File: config.mk
export PLATFORM = sky130hd
export DESIGN_NAME = freezer_cartridge_controller_top
export DESIGN_NICKNAME = d
export VERILOG_FILES = /design/src/hw/rtl/fcc_pkg.sv /design/src/hw/rtl/fcc_ram.sv /design/src/hw/rtl/fcc_core.sv /design/src/hw/rtl/freezer_cartridge_controller_top.sv
export VERILOG_INCLUDE_DIRS = /design/src /design/src/hw/rtl
export SDC_FILE = /design/constraint.sdc
export NUM_CORES = 1
export LEC_CHECK = 0
export ABC_AREA = 0
export ABC_CLOCK_PERIOD_IN_PS = 3950
export BUFFER_PORTS_ARGS = -buffer_cell sky130_fd_sc_hd__buf_4
export CORE_MARGIN = 2
export CORE_UTILIZATION = 62
export DETAILED_ROUTE_END_ITERATION = 6
export PLACE_DENSITY_LB_ADDON = 0.3
export SLEW_MARGIN = 40
export SYNTH_ARGS = -nofsm -noshare
export SYNTH_HDL_FRONTEND = slang
export SYNTH_SLANG_ARGS = --single-unit
File: constraint.sdc
create_clock -name clk -period 3.95 [get_ports clk]
set_input_delay 0.79 -clock clk [delete_from_list [all_inputs] [get_ports clk]]
set_output_delay 0.79 -clock clk [all_outputs]
set_load 0.05 [all_outputs]
File: src/hw/rtl/assert_macros.svh
// Assertion macros shared by the freezer cartridge controller RTL.
`ifndef ASSERT_MACROS_SVH
`define ASSERT_MACROS_SVH

// Clocked check, switched off while reset is high.
`define FCC_ASSERT(label, clk, rst, prop, msg) \
  label: assert property (@(posedge clk) disable iff (rst) prop) else $error(msg);

// Clocked check that also holds during reset.
`define FCC_ASSERT_ALWAYS(label, clk, prop, msg) \
  label: assert property (@(posedge clk) prop) else $error(msg);

`endif

File: src/hw/rtl/fcc_pkg.sv
// Types, constants and helper functions of the freezer cartridge controller.
package fcc_pkg;

  localparam int RAM_DEPTH = 128;
  localparam int RAM_AW    = $clog2(RAM_DEPTH);

  localparam logic [12:0] IO_ROM_PAGE      = 13'(30 << 8);
  localparam logic [2:0]  WRITE_RUN_TARGET = 3'd3;
  localparam logic [2:0]  WRITE_RUN_MAX    = 3'd7;
  localparam logic [7:0]  HOLD_COUNT_MAX   = 8'hFF;

  localparam logic        HAS_SYS_ROM_RESET  = 1'b0;
  localparam logic [18:0] DEBOUNCE_RESET     = 19'd500000;
  localparam logic [7:0]  RESET_HOLD_RESET   = 8'd30;

  // configuration register indexes
  localparam logic [1:0] CFG_HAS_SYSTEM_ROM  = 2'd0;
  localparam logic [1:0] CFG_DEBOUNCE_CYCLES = 2'd1;
  localparam logic [1:0] CFG_RESET_HOLD_MIN  = 2'd2;

  // data source codes
  localparam logic [2:0] SRC_NONE     = 3'd0;
  localparam logic [2:0] SRC_LOW_ROM  = 3'd1;
  localparam logic [2:0] SRC_HIGH_ROM = 3'd2;
  localparam logic [2:0] SRC_SYS_ROM  = 3'd3;
  localparam logic [2:0] SRC_BYTE     = 3'd4;

  // mode register codes
  localparam logic [1:0] MODE_ACTIVE   = 2'd0;
  localparam logic [1:0] MODE_ULTIMAX  = 2'd2;
  localparam logic [1:0] MODE_OFF      = 2'd3;

  typedef struct packed {
    logic        video_half;
    logic [12:0] address;
    logic        low_rom_select;
    logic        high_rom_select;
    logic        io_one_select;
    logic        io_two_select;
    logic        system_rom_select;
    logic        cpu_write;
    logic [7:0]  write_data;
    logic        freeze_button;
    logic        reset_held;
  } fcc_item_t;

  typedef struct packed {
    logic game;
    logic exrom;
    logic nmi;
    logic led;
    logic ultimax;
  } fcc_lines_t;

  localparam fcc_lines_t LINES_RESET = '{game: 1'b0, exrom: 1'b0, nmi: 1'b1,
                                         led: 1'b1, ultimax: 1'b0};

  typedef struct packed {
    logic        drive_bus;
    logic [2:0]  data_source;
    logic [12:0] rom_address;
    logic [7:0]  byte_out;
    logic        ram_read;
    logic        game_line;
    logic        exrom_line;
    logic        nmi_line;
    logic        led_on;
  } fcc_result_t;

  typedef struct packed {
    logic              we;
    logic              re;
    logic [RAM_AW-1:0] addr;
    logic [7:0]        wdata;
  } fcc_ram_req_t;

  // line levels set by a mode write
  function automatic fcc_lines_t mode_lines(input logic [1:0] m);
    fcc_lines_t l;
    l.game    = m[0];
    l.exrom   = m[1];
    l.nmi     = 1'b1;
    l.led     = (m != MODE_OFF);
    l.ultimax = (m == MODE_ULTIMAX);
    return l;
  endfunction

  // 7-bit I/O offset folded into the RAM depth
  function automatic logic [RAM_AW-1:0] ram_index(input logic [6:0] v);
    logic [7:0] t;
    t = {1'b0, v};
    for (int i = 0; i < 8; i++) begin
      if (t >= RAM_DEPTH) t = t - 8'(RAM_DEPTH);
    end
    return t[RAM_AW-1:0];
  endfunction

endpackage

File: src/hw/rtl/fcc_ram.sv
// Generic single-port-write, registered-read RAM.
module fcc_ram #(
  parameter int WIDTH = 8,
  parameter int DEPTH = 128
) (
  input  logic                     clk,
  input  logic                     we,
  input  logic [$clog2(DEPTH)-1:0] waddr,
  input  logic [WIDTH-1:0]         wdata,
  input  logic                     re,
  input  logic [$clog2(DEPTH)-1:0] raddr,
  output logic [WIDTH-1:0]         rdata
);

  logic [WIDTH-1:0] mem [DEPTH];

  always_ff @(posedge clk) begin
    if (we) mem[waddr] <= wdata;
    if (re) rdata <= mem[raddr];
  end

endmodule

File: src/hw/rtl/fcc_core.sv
// Bank logic state, bus decode and RAM request generation.
`include "assert_macros.svh"

module fcc_core
  import fcc_pkg::*;
(
  input  logic         clk,
  input  logic         rst,
  input  logic         cfg_we,
  input  logic [1:0]   cfg_index,
  input  logic [18:0]  cfg_data,
  input  logic         accept,
  input  fcc_item_t    item,
  output fcc_result_t  res,
  output fcc_ram_req_t ram_req
);

  logic        has_system_rom;
  logic [18:0] debounce_cycles;
  logic [7:0]  reset_hold_min;

  logic [1:0]  mode;
  fcc_lines_t  lines;
  logic [2:0]  write_run;
  logic        freeze_pending;
  logic [18:0] debounce_count;
  logic [7:0]  hold_count;

  logic [1:0]  mode_next;
  fcc_lines_t  lines_next;
  logic [2:0]  write_run_next;
  logic        freeze_pending_next;
  logic [18:0] debounce_count_next;
  logic [7:0]  hold_count_next;

  always_comb begin
    logic [7:0]  off;
    fcc_result_t r;
    fcc_ram_req_t q;
    off                 = item.address[7:0];
    mode_next           = mode;
    lines_next          = lines;
    write_run_next      = write_run;
    freeze_pending_next = freeze_pending;
    debounce_count_next = debounce_count;
    hold_count_next     = hold_count;
    r                   = '0;
    q                   = '0;
    q.addr              = ram_index(off[6:0]);
    q.wdata             = item.write_data;

    if (item.video_half) begin
      if (item.high_rom_select) begin
        r.drive_bus   = 1'b1;
        r.data_source = SRC_HIGH_ROM;
        r.rom_address = item.address;
      end
    end else begin
      // host reset hold: a long enough hold reinitializes on release
      if (item.reset_held) begin
        if (hold_count != HOLD_COUNT_MAX) hold_count_next = hold_count + 8'd1;
      end else begin
        if (hold_count > reset_hold_min) begin
          mode_next           = MODE_ACTIVE;
          lines_next          = LINES_RESET;
          write_run_next      = '0;
          freeze_pending_next = 1'b0;
          debounce_count_next = '0;
        end
        hold_count_next = '0;
      end

      if (has_system_rom && item.high_rom_select && item.system_rom_select &&
          !lines_next.ultimax) begin
        r.drive_bus   = 1'b1;
        r.data_source = SRC_SYS_ROM;
        r.rom_address = item.address;
      end else if (!item.cpu_write && (item.low_rom_select || item.high_rom_select)) begin
        r.drive_bus   = 1'b1;
        r.data_source = item.high_rom_select ? SRC_HIGH_ROM : SRC_LOW_ROM;
        r.rom_address = item.address;
      end else if (!item.cpu_write && item.io_one_select) begin
        r.drive_bus   = 1'b1;
        r.data_source = SRC_LOW_ROM;
        r.rom_address = IO_ROM_PAGE | {5'd0, off};
        mode_next     = {off[1], 1'b1};
        lines_next    = mode_lines(mode_next);
      end else if (!item.cpu_write && item.io_two_select) begin
        r.drive_bus   = 1'b1;
        r.data_source = SRC_BYTE;
        if (off[7]) begin
          r.byte_out = {mode_next, 6'd0};
        end else begin
          q.re       = 1'b1;
          r.ram_read = 1'b1;
        end
      end else begin
        if (item.cpu_write) begin
          if (write_run_next != WRITE_RUN_MAX) write_run_next = write_run_next + 3'd1;
        end else begin
          write_run_next = '0;
        end

        if (item.cpu_write && item.io_one_select) begin
          mode_next  = {off[1], 1'b0};
          lines_next = mode_lines(mode_next);
        end

        if (item.cpu_write && item.io_two_select) begin
          q.we = !off[7];
        end else if (item.freeze_button && debounce_count_next == '0) begin
          debounce_count_next = debounce_cycles;
          freeze_pending_next = 1'b1;
          write_run_next      = '0;
          mode_next           = MODE_ULTIMAX;
          lines_next          = mode_lines(MODE_ULTIMAX);
          lines_next.nmi      = 1'b0;
        end else begin
          if (debounce_count_next != '0) debounce_count_next = debounce_count_next - 19'd1;
          // freeze handler's third write in a row drops back into ultimax
          if (freeze_pending_next && write_run_next == WRITE_RUN_TARGET) begin
            lines_next.exrom    = 1'b1;
            lines_next.game     = 1'b0;
            lines_next.ultimax  = 1'b1;
            freeze_pending_next = 1'b0;
          end
        end
      end
    end

    r.game_line  = lines_next.game;
    r.exrom_line = lines_next.exrom;
    r.nmi_line   = lines_next.nmi;
    r.led_on     = lines_next.led;
    res          = r;
    ram_req      = q;
  end

  always_ff @(posedge clk) begin
    if (rst) begin
      has_system_rom  <= HAS_SYS_ROM_RESET;
      debounce_cycles <= DEBOUNCE_RESET;
      reset_hold_min  <= RESET_HOLD_RESET;
    end else if (cfg_we) begin
      case (cfg_index)
        CFG_HAS_SYSTEM_ROM:  has_system_rom  <= cfg_data[0];
        CFG_DEBOUNCE_CYCLES: debounce_cycles <= cfg_data;
        CFG_RESET_HOLD_MIN:  reset_hold_min  <= cfg_data[7:0];
        default: ;
      endcase
    end
  end

  always_ff @(posedge clk) begin
    if (rst) begin
      mode           <= MODE_ACTIVE;
      lines          <= LINES_RESET;
      write_run      <= '0;
      freeze_pending <= 1'b0;
      debounce_count <= '0;
      hold_count     <= '0;
    end else if (accept) begin
      mode           <= mode_next;
      lines          <= lines_next;
      write_run      <= write_run_next;
      freeze_pending <= freeze_pending_next;
      debounce_count <= debounce_count_next;
      hold_count     <= hold_count_next;
    end
  end

  // NMI is pulled only by a freeze, which always enters ultimax
  `FCC_ASSERT(a_nmi_ultimax, clk, rst, !lines.nmi |-> lines.ultimax, "nmi low outside ultimax")
  `FCC_ASSERT(a_ram_one_op, clk, rst, !(ram_req.we && ram_req.re), "RAM read and write together")
  `FCC_ASSERT(a_pending_nmi, clk, rst, accept && item.freeze_button && !item.video_half && !res.drive_bus && !(item.cpu_write && item.io_two_select) && debounce_count == '0 && hold_count <= reset_hold_min |=> freeze_pending, "freeze press not taken")

endmodule

File: src/hw/rtl/freezer_cartridge_controller_top.sv
// Top level of the freezer cartridge controller: handshake, result register, scratch RAM.
//
//  channel   dir  handshake              payload
//  s_axis    in   s_tvalid / s_tready    s_tdata bus half-cycle, s_tuser video flag
//  m_axis    out  m_tvalid / m_tready    m_tdata response and lines, m_tuser source
//  cfg       in   cfg_we                 cfg_index, cfg_data
//
// One item per clock while m_tready does not hold a result back, with the result valid in the
// cycle after accept; scratch RAM reads come out of the registered RAM port, muxed in after res_q.
// rst is synchronous; scratch RAM contents are not cleared.
// A stalled result holds; a new item is taken in the same cycle the held one leaves.
`include "assert_macros.svh"

module freezer_cartridge_controller_top
  import fcc_pkg::*;
(
  input  logic        clk,
  input  logic        rst,
  input  logic        s_tvalid,
  output logic        s_tready,
  // [12:0] address, [13] low_rom_select, [14] high_rom_select, [15] io_one_select,
  // [16] io_two_select, [17] system_rom_select, [18] cpu_write, [26:19] write_data,
  // [27] freeze_button, [28] reset_held, [31:29] zero
  input  logic [31:0] s_tdata,
  // [0] video_half
  input  logic [0:0]  s_tuser,
  output logic        m_tvalid,
  input  logic        m_tready,
  // [0] drive_bus, [13:1] rom_address, [21:14] byte_out, [22] game_line,
  // [23] exrom_line, [24] nmi_line, [25] led_on, [31:26] zero
  output logic [31:0] m_tdata,
  // [2:0] data_source
  output logic [2:0]  m_tuser,
  input  logic        cfg_we,
  input  logic [1:0]  cfg_index,
  input  logic [18:0] cfg_data
);

  fcc_item_t    item;
  fcc_result_t  res;
  fcc_result_t  res_q;
  fcc_ram_req_t ram_req;
  logic         accept;
  logic [7:0]   ram_rdata;
  logic [7:0]   byte_out;

  assign item.video_half        = s_tuser[0];
  assign item.address           = s_tdata[12:0];
  assign item.low_rom_select    = s_tdata[13];
  assign item.high_rom_select   = s_tdata[14];
  assign item.io_one_select     = s_tdata[15];
  assign item.io_two_select     = s_tdata[16];
  assign item.system_rom_select = s_tdata[17];
  assign item.cpu_write         = s_tdata[18];
  assign item.write_data        = s_tdata[26:19];
  assign item.freeze_button     = s_tdata[27];
  assign item.reset_held        = s_tdata[28];

  assign s_tready = !m_tvalid || m_tready;
  assign accept   = s_tvalid && s_tready;

  fcc_core u_core (
    .clk       (clk),
    .rst       (rst),
    .cfg_we    (cfg_we),
    .cfg_index (cfg_index),
    .cfg_data  (cfg_data),
    .accept    (accept),
    .item      (item),
    .res       (res),
    .ram_req   (ram_req)
  );

  fcc_ram #(
    .WIDTH (8),
    .DEPTH (RAM_DEPTH)
  ) u_ram (
    .clk   (clk),
    .we    (accept && ram_req.we),
    .waddr (ram_req.addr),
    .wdata (ram_req.wdata),
    .re    (accept && ram_req.re),
    .raddr (ram_req.addr),
    .rdata (ram_rdata)
  );

  always_ff @(posedge clk) begin
    if (rst) begin
      m_tvalid <= 1'b0;
    end else if (s_tready) begin
      m_tvalid <= s_tvalid;
    end
  end

  always_ff @(posedge clk) begin
    if (accept) res_q <= res;
  end

  // RAM data stays on the port until the next read, so it holds through a stall
  assign byte_out = res_q.ram_read ? ram_rdata : res_q.byte_out;

  assign m_tdata = {6'd0, res_q.led_on, res_q.nmi_line, res_q.exrom_line, res_q.game_line,
                    byte_out, res_q.rom_address, res_q.drive_bus};
  assign m_tuser = res_q.data_source;

  `FCC_ASSERT(a_accept_to_out, clk, rst, accept |=> m_tvalid, "accepted item gave no result")
  `FCC_ASSERT(a_idle_no_source, clk, rst, m_tvalid && !m_tdata[0] |-> m_tuser == SRC_NONE, "source named without driving")
  `FCC_ASSERT(a_byte_only_src4, clk, rst, m_tvalid && m_tuser != SRC_BYTE |-> m_tdata[21:14] == 8'd0, "byte out outside byte source")
  `FCC_ASSERT_ALWAYS(a_reset_empty, clk, rst |=> !m_tvalid, "result valid after reset")

endmodule
Word-level counts from Yosys, hierarchy flattened
Memories as Yosys holds them, arrays and structs flattened. A register that Yosys moved wholly into a read port is not among the register bits.
Index checks and enable logic that the tools add are counted.
Widths: inputs -> output; s select.
- input bits: 59
- register bits after elaboration: 97
- memory bits (writable): 1024
- memories: 1
- memories (name ; depth ; bits a word ; read ports ; clocked after Yosys merged registers in ; wr ports ; line ; RTL):
    u_ram.mem ; 128 ; 8 ; 1 ; 1 ; 1 ; fcc_ram.sv:15 ; logic [WIDTH-1:0] mem [DEPTH];
- $lt $le $gt $ge: 1
- reduce and logical (&&, ||, !) cells: 29
- muxes and demuxes: 81
- bitwise gates (word level): 4
- eq/ne operators: 6
- $add $sub $neg: 3
- operators by type and width (operator ; count):
    $mux 19 ; 10
    $mux 17 ; 4
    $mux 5 ; 10
    $mux 3 ; 16
    $mux 2 ; 17
    $mux 8 ; 3
    $logic_not 19->1 ; 1
    $reduce_bool 19->1 ; 1
    $sub 19x1->19 const B ; 1
    $mux 1 ; 18
    $logic_and 1x1->1 ; 13
    $mux 13 ; 1
    $add 8x1->8 const B ; 1
    $gt 8x8->1 ; 1
    $mux 4 ; 2
    $ne 8x8->1 const B ; 1
    $reduce_and 2->1 ; 4
    $reduce_or 6->1 ; 1
    $reduce_or 5->1 ; 1
    $logic_not 1->1 ; 4
    $not 1->1 ; 4
    $add 3x1->3 const B ; 1
    $eq 3x2->1 const B ; 1
    $ne 3x3->1 const B ; 1
    other kinds (6) ; 7

Longest topological paths before layout
Gate-level depths: netlist of the first run.
- depth in word-level cells: 22
- gate-level depth with buffers: 17

Hierarchy
A second synthesis of the first run with hierarchy kept.
- cell total of the unflattened synthesis: 2304
- area total of the unflattened synthesis: 45447.3 um2
- by module, submodules not included (module ; sequential area each (um2) ; times used ; area an instance (um2) ; cells an instance):
    fcc_ram ; 30989.7 ; 1 ; 39745.6 ; 1635
    fcc_core ; 1321.3 ; 1 ; 4409.2 ; 595
    freezer_cartridge_controller_top ; 920.9 ; 1 ; 1292.5 ; 74

Worst setup path after synthesis of the first run
OpenSTA, ideal clock, no wires.
- kind: input-to-reg
- from: input m_tready
- to: memory u_ram.mem[120][0] (enable)
- required time: 3.580 ns
- arrival time: 3.203 ns
- stages: 8
- setup slack: 0.376 ns
- library setup time: 0.370 ns
- path through: nand2b_1 nand2_1 nor2_1 nand3_1 nor3b_1 nand2_1 clkbuf_1 nor2_1
- longest elaborated chain between the ends: 5
- RTL lines (item ; line ; RTL):
    start, declared ; freezer_cartridge_controller_top.sv:28 ; input logic m_tready,
    $logic_or 1x1->1 ; freezer_cartridge_controller_top.sv:59 ; assign s_tready = !m_tvalid || m_tready;
    $logic_and 1x1->1 ; freezer_cartridge_controller_top.sv:60 ; assign accept = s_tvalid && s_tready;
    $logic_and 1x1->1 ; freezer_cartridge_controller_top.sv:79 ; .we (accept && ram_req.we),
    $mux 1 ; fcc_ram.sv:18 ; if (we) mem[waddr] <= wdata;
    $mux 1 (implied by the code) ; fcc_ram.sv:18 ;
    end, declared ; fcc_ram.sv:15 ;
Every way passes these cells.

Final worst setup path of the first run
- from: register u_core.hold_count[0]
- to: register u_core.debounce_count[10]
- longest elaborated chain between the ends: 12
- elaborated cells on any way between the ends: 20
- classes of those cells: add/sub (1); order compare (1); mux (13); reduce/logical (5)
- RTL lines (item ; line ; RTL):
    start, declared ; fcc_core.sv:27 ; logic [7:0] hold_count;
    start signal, assigned ; fcc_core.sv:168 ; hold_count <= hold_count_next;
    $gt 8x8->1 * ; fcc_core.sv:63 ; if (hold_count > reset_hold_min) begin
    $mux 19 ; fcc_core.sv:63 ;
    $mux 19 ; fcc_core.sv:60 ; if (item.reset_held) begin
    $mux 19 ; fcc_core.sv:52 ; if (item.video_half) begin
    $sub 19x1->19, or another cell as far along ; fcc_core.sv:119 ; if (debounce_count_next != '0) debounce_count_next = debounce_count_next - 19'd1;
    $mux 19 / $logic_and 1x1->1 (equally long branches) ; fcc_core.sv:119, fcc_core.sv:111 ;
    $mux 19 ; fcc_core.sv:111 ; end else if (item.freeze_button && debounce_count_next == '0) begin
    $mux 19 ; fcc_core.sv:109 ; if (item.cpu_write && item.io_two_select) begin
    $mux 19 ; fcc_core.sv:88 ; end else if (!item.cpu_write && item.io_two_select) begin
    $mux 19 ; fcc_core.sv:82 ; end else if (!item.cpu_write && item.io_one_select) begin
    $mux 19 ; fcc_core.sv:78 ; end else if (!item.cpu_write && (item.low_rom_select || item.high_rom_select)) begin
    $mux 19 * ; fcc_core.sv:73 ; if (has_system_rom && item.high_rom_select && item.system_rom_select &&
    end signal, assigned ; fcc_core.sv:167 ; debounce_count <= debounce_count_next;
    end, declared ; fcc_core.sv:26 ; logic [18:0] debounce_count;
Every way passes the cells marked *; elsewhere a longest branch is shown, timed or not. The select of a mux whose other input is x is not followed.
A chain may end at the register's enable or synchronous reset.

==> results of run 1 <==
[layer usage]
layer  vias to the layer above  share of wire [%]
met5                         -             0.0094
met4                         2                4.4
met3                       327                 13
met2                      2170                 47
met1                     13742                 36
li1                      11780                  -
[cells in the mapped netlist, drive strengths merged, types with 19 or more instances]
master,count,share of area [%]
buf,85,1.1
nor3,22,0.27
a22o,103,2.1
edfxtp,1056,73
nand4,33,0.48
mux2i,21,0.49
nand3,55,0.65
nor2,193,1.7
a22oi,276,4.8
nand2,130,1.1
a31oi,89,1.3
inv,19,0.17
nor4,21,0.34
a21oi,76,0.88
clkbuf,133,1.2
dfxtp,67,3.1
a221oi,106,2.2
o21ai,63,0.73
[metrics by stage]
step	setup slack (ps)	hold slack (ps)
2_1_floorplan	376	432
3_3_place_gp	51.8	449
3_5_place_dp	10.3	458
4_1_cts	254	303
5_1_grt	65.6	334
6_report	270	324
[path summary, 6_finish.rpt]
path	slack [ps]	cells after the start	start	end
worst max-delay path	270	13	u_core.hold_count[0]$_SDFFE_PP0P_	u_core.debounce_count[10]$_SDFFE_PP0P_
worst min-delay path	320	3	cfg_data[8]	u_core.debounce_cycles[8]$_SDFFE_PP1P_
worst max register to register	270	13	u_core.hold_count[0]$_SDFFE_PP0P_	u_core.debounce_count[10]$_SDFFE_PP0P_
worst min register to register	470	2	u_core.debounce_cycles[4]$_SDFFE_PP0P_	u_core.debounce_cycles[4]$_SDFFE_PP0P_
[kinds of logic after synthesis]
family,count (synthesis)
adders and majority gates,12
and+or+nand+nor,535
buffers and inverters,237
xor gates and xnor gates,7
muxes,34
AOI/OAI and AO/OA,803
DFF,1123
other,1
[sequential cells by signal, indices dropped and copies added (netlist names), 5 cells and up]
register                count
u_ram.rdata                 8
u_core.debounce_cycles     19
u_core.hold_count           8
m_tdata                    18
u_core.debounce_count      19
u_core.lines                5
u_core.reset_hold_min       8
u_ram.mem                1024
[worst max-delay path, stage by stage, from the launching register on]
cell and delay (ps):
dfxtp_1 380, inv_1 70, ha_1 290, and4_1 200, or2_0 200, a211o_1 400, and2_1 250, nand2_1 160
ha_1 220, o211ai_1 300, nand2b_1 440, nand3_1 210, o21ai_0 100, a2111oi_1 330
[final cells by class]
cell class / instances / area share, %
diodes: 2 / 0.00997
inverters: 19 / 0.142
clock inverters: 60 / 0.957
multi-input cells: 1397 / 18.3
repair buffers: 405 / 6.75
flip-flops and latches: 1123 / 65.8
well taps: 931 / 2.32
clock buffers: 136 / 5.75
[power groups by stage]
stage	clock, W	combinational (W)	sequential [W]
3_5_place_dp	0	0.00157	0.0133
3_3_place_gp	0	0.00152	0.0133
4_1_cts	0.00988	0.00158	0.0131
5_1_grt	0.0103	0.00173	0.0131
6_report	0.00985	0.00164	0.0131
2_1_floorplan	0	0.000906	0.0133
[timing repair]
item                       CTS  global route
buffers inserted             0             3
setup endpoints to repair    0             1
gates resized for setup      0             0
==> impl_metrics.json, run 1 <==
{
  "ys_seq_elements": 1123,
  "worst_slew_pin_slew_ps": 941,
  "seq_area_um2": 33100,
  "power.combinational.fraction_pct": 6.7,
  "grt.overflow.total": 0,
  "clk_latency_ps": 680,
  "synth.distinct_cells": 78,
  "clock-sinks": 1123,
  "synth-async-reset-ratio_pct": 0,
  "placementRows": 96,
  "clock-root-buffer": "clkbuf_16",
  "final_common_cell": "edfxtp_1",
  "dp_hpwl_um": 71800,
  "postCtsHoldBufs": 0,
  "hold_viol": 0,
  "pin_count": 96,
  "grt_util_met2_pct": 51.6,
  "drtIter0Drc": 4416,
  "syn_avg_cell_area_um2": 15.7,
  "finalWorstPathRequiredPeriod_ps": 3680,
  "synthMuxAreaShare_pct": 1.01,
  "track_usage_pct": 32.7,
  "synth_xor_area_share_pct": 0.142,
  "yosysWarnings": 0,
  "finalMaxSlewViolations": 0,
  "seq_power_share_pct": 53.3,
  "most-common-layout-cells": "1056 x edfxtp_1, 377 x buf_4, 276 x a22oi_1",
  "dr.pass1.iters": 7,
  "synth_top_family_by_area": "compound AO/OA/AOI/OAI gates",
  "multiInputGateArea_um2": 9170,
  "grt_pass1_wl_um": 172000,
  "internal_power_w": 0.0191,
  "yosys.area_share.simple_pct": 5.86,
  "die_w_um": 268,
  "placed_cells": 3872,
  "stdcell_area_um2": 50200,
  "cp_max_fo": 10,
  "violations": "design-rule violations",
  "nets": 3124,
  "cts-buffers-inserted": 107,
  "synth-edff-count": 1056,
  "switchingPower_w": 0.00543,
  "endpoint_kind": "flop",
  "p_clk_share_pct": 40.1,
  "n_fill_cell": 3994,
  "critPathKind": "reg2reg",
  "critPathLaunchType": "flop",
  "dieHeight_um": 268,
  "grt_start_max_net_pins": 98,
  "dpl_cell_area_um2": 46800,
  "use_met3_pct": 7.89,
  "use_met1_pct": 44.3,
  "outcome": "finished, violations left",
  "gp_congestion": 0.934,
  "path_clk_slew_ps": 60,
  "detail_route.drc_violations": 1,
  "cts_tree": "yes",
  "coreArea_um2": 68800,
  "grt_busiest_layer": "met2",
  "drt_wl_total_um": 117000,
  "num_vias": 28021,
  "io_buffers": 86,
  "switching_share_pct": 22.1,
  "rsz0062_at_grt": "no",
  "die-area_um2": 71800,
  "antenna_found_initial": 3,
  "finalPower_w": 0.0246,
  "synth_flop_cell": "edfxtp_1",
  "ys_seq_area_share_pct": 76.5,
  "max_slew_margin_pct": 37.1,
  "drive_gt1_share_pct": 19.0,
  "timing.final.crit_share_pct": 93.2,
  "required_ps": 4510,
  "setup_violations": 0,
  "tns_ps": 0,
  "wl_per_cell_um": 28.8,
  "netlist_area_um2": 43200,
  "htree_levels": 3,
  "synthCells": 2752,
  "powerDensity_nw_per_um2": 489,
  "cts_buffer_depth": 3,
  "synth_compound_gate_area_share_pct": 13.7,
  "cap_violations": 0,
  "ir_worst_vdd_uv": 500,
  "via_per_inst": 6.88,
  "synth_fa_ha_area_share_pct": 0.348,
  "clock_skew_ps": 23.6,
  "p_leak_nw": 16.5,
  "critical_path_arrival_ps": 4240,
  "syn_to_final_growth_pct": 16.3,
  "hold_class": "in2reg",
  "initial_core_util_pct": 62.7,
  "final_cells": 4073,
  "clock.fmax_mhz": 272,
  "ant_nets": 0,
  "final_util_pct": 73.0,
  "first_global_vias": 27264
}
No activity file was read; power rests on OpenSTA's default activity.
==> run 2, diff against run 1 <==
- ABC_CLOCK_PERIOD_IN_PS: 3950 -> 3030
- CORE_UTILIZATION: 62 -> 56
- clock period: 3.95 -> 3.03 ns (I/O delays scaled with it)
==> impl_metrics.json, run 2 (synthesized netlist as in run 1, its figures left out) <==
{
  "outcome": "finished, violations left",
  "violations": "negative setup slack",
  "worst_slew_pin_slew_ps": 888,
  "critPathLaunchType": "flop",
  "n_fill_cell": 4578,
  "clk_latency_ps": 680,
  "coreArea_um2": 76200,
  "antenna_found_initial": 2,
  "htree_levels": 3,
  "most-common-layout-cells": "1056 x edfxtp_1, 432 x buf_4, 276 x a22oi_1",
  "holdPathEnd": "u_core.debounce_cycles[18]$_SDFFE_PP1P_",
  "first_global_vias": 27983,
  "postCtsHoldBufs": 0,
  "seq_area_um2": 33100,
  "clock-sinks": 1123,
  "cts-buffers-inserted": 107,
  "p_leak_nw": 17.7,
  "io_buffers": 86,
  "grt.overflow.total": 0,
  "via_per_inst": 6.69,
  "required_ps": 3590,
  "critPathKind": "reg2reg",
  "finalMaxSlewViolations": 0,
  "grt_start_max_net_pins": 95,
  "ant_nets": 0,
  "multiInputGateArea_um2": 10300,
  "grt_pass1_wl_um": 178000,
  "cap_violations": 0,
  "rsz0062_at_grt": "yes",
  "placementRows": 101,
  "ir_worst_vdd_uv": 483,
  "detail_route.drc_violations": 0,
  "powerDensity_nw_per_um2": 595,
  "timing.rr.start": "u_core.reset_hold_min[2]$_SDFFE_PP1P_",
  "syn_to_final_growth_pct": 24.9,
  "finalWorstSetupSlack_ps": -142,
  "finalPower_w": 0.0321,
  "dieHeight_um": 282,
  "endpoint_kind": "flop",
  "wl_per_cell_um": 28.6,
  "setup_violations": 910,
  "drt_wl_total_um": 125000,
  "timing.final.crit_share_pct": 105,
  "critical_path_arrival_ps": 3730,
  "final_common_cell": "edfxtp_1",
  "min_path_cells": 3,
  "cts_tree": "yes",
  "tns_ps": -38220,
  "die_w_um": 282,
  "hold_viol": 0,
  "largest_reg_flops": 1024,
  "hold_class": "in2reg",
  "pin_count": 96,
  "largest_register": "u_ram.mem",
  "clock-root-buffer": "clkbuf_16",
  "nets": 3308,
  "top_regs": "u_ram.mem x1024, u_core.debounce_count x19, u_core.debounce_cycles x19",
  "reg2reg_slack_ps": -140,
  "initial_core_util_pct": 56.7,
  "clock.fmax_mhz": 315,
  "drive_gt1_share_pct": 28.5,
  "r2r_cells": 14,
  "num_vias": 29096,
  "gp_congestion": 0.937,
  "die-area_um2": 79300,
  "clock_skew_ps": 46.9,
  "track_usage_pct": 30.6,
  "cp_max_fo": 5,
  "dp_hpwl_um": 78700,
  "max_slew_margin_pct": 40.2,
  "hold_ws_ps": 146,
  "dr.pass1.iters": 6,
  "drtIter0Drc": 4248,
  "cts_buffer_depth": 3,
  "finalWorstPathRequiredPeriod_ps": 3170,
  "hold_start": "cfg_data[18]",
  "rr_endpoint": "u_core.debounce_count[16]$_SDFFE_PP0P_",
  "path_clk_slew_ps": 60
}
## run 2: cell types whose count changed in the layout (fill, tap and decap cells not counted), moves of 8 or more
cell / before / now
buf_12: 28 / 88
buf_4: 377 / 432
buf_6: 0 / 48
buf_8: 0 / 17
clkbuf_1: 20 / 29
ha_1: 12 / 4
nand2_1: 130 / 117
nor2_1: 190 / 77
nor2_2: 1 / 22
nor2_4: 2 / 94
o21ai_0: 58 / 49
## run 2: layer usage
metal	wire [um]	share of wire, %	up-vias	track usage [%]
li1	-	-	12145	-
met1	46400	37	14676	42.5
met2	59400	48	1970	48.8
met3	14200	11	303	6.17
met4	4560	3.7	2	10.9
met5	11	0.0088	-	0
## run 2: timing repair
action | CTS | global route
endpoints found under the setup margin | 1065 | 877
gates cloned | 0 | 4
gates resized for setup | 46 | 242
pin swaps | 21 | 43
endpoints found under the hold margin | 0 | 0
setup buffers | 13 | 22
## run 2: layout make-up
cell class | count | share of cell area [%]
timing repair buffer | 589 | 10.9
clock inverter | 54 | 0.805
antenna | 1 | 0.00464
inverter | 19 | 0.132
tap | 1030 | 2.39
multi-input combinational | 1397 | 19.2
clock buffer | 137 | 5.21
sequential | 1123 | 61.3
## run 2: power by group
group	internal, W	switching [W]	total (W)
sequential	0.0170	0.0000499	0.0171
combinational	0.000990	0.00160	0.00259
clock	0.00689	0.00555	0.0124
## run 2: worst max path at each step
stage                                          startpoint                                     end  slack (ps)
finish              u_core.reset_hold_min[2]$_SDFFE_PP1P_  u_core.debounce_count[16]$_SDFFE_PP0P_        -140
global route        u_core.reset_hold_min[2]$_SDFFE_PP1P_  u_core.debounce_count[16]$_SDFFE_PP0P_        -290
CTS                 u_core.reset_hold_min[1]$_SDFFE_PP1P_  u_core.debounce_count[16]$_SDFFE_PP0P_         -50
detailed placement                             s_tdata[2]                u_ram.rdata[3]$_DFFE_PP_        -380
global placement                               s_tdata[2]                u_ram.rdata[6]$_DFFE_PP_        -320
floorplan           u_core.reset_hold_min[2]$_SDFFE_PP1P_  u_core.debounce_count[16]$_SDFFE_PP0P_        -210
## run 2: per-stage QoR
step           std cells  util [%]  worst slack, ps  instance area [um2]
6_report            4350      70.8             -142                53900
5_1_grt             4349      70.8             -291                53900
4_1_cts             4325      69.1            -51.3                52600
3_5_place_dp        4121      64.5             -384                49100
3_3_place_gp        4121      64.5             -316                49100
2_1_floorplan       2757         -             -210                43700
## run 2: worst max-delay path, cell delays in order (launching register included)
cell and delay (ps):
dfxtp_2 320, inv_2 50, ha_4 230, and4_1 200
or2_1 200, a211o_1 300, and2_4 190, nand2_8 70
ha_4 130, o211ai_1 220, o221a_1 350, a222oi_1 420
buf_4 180, o21bai_1 60, o2111a_1 130
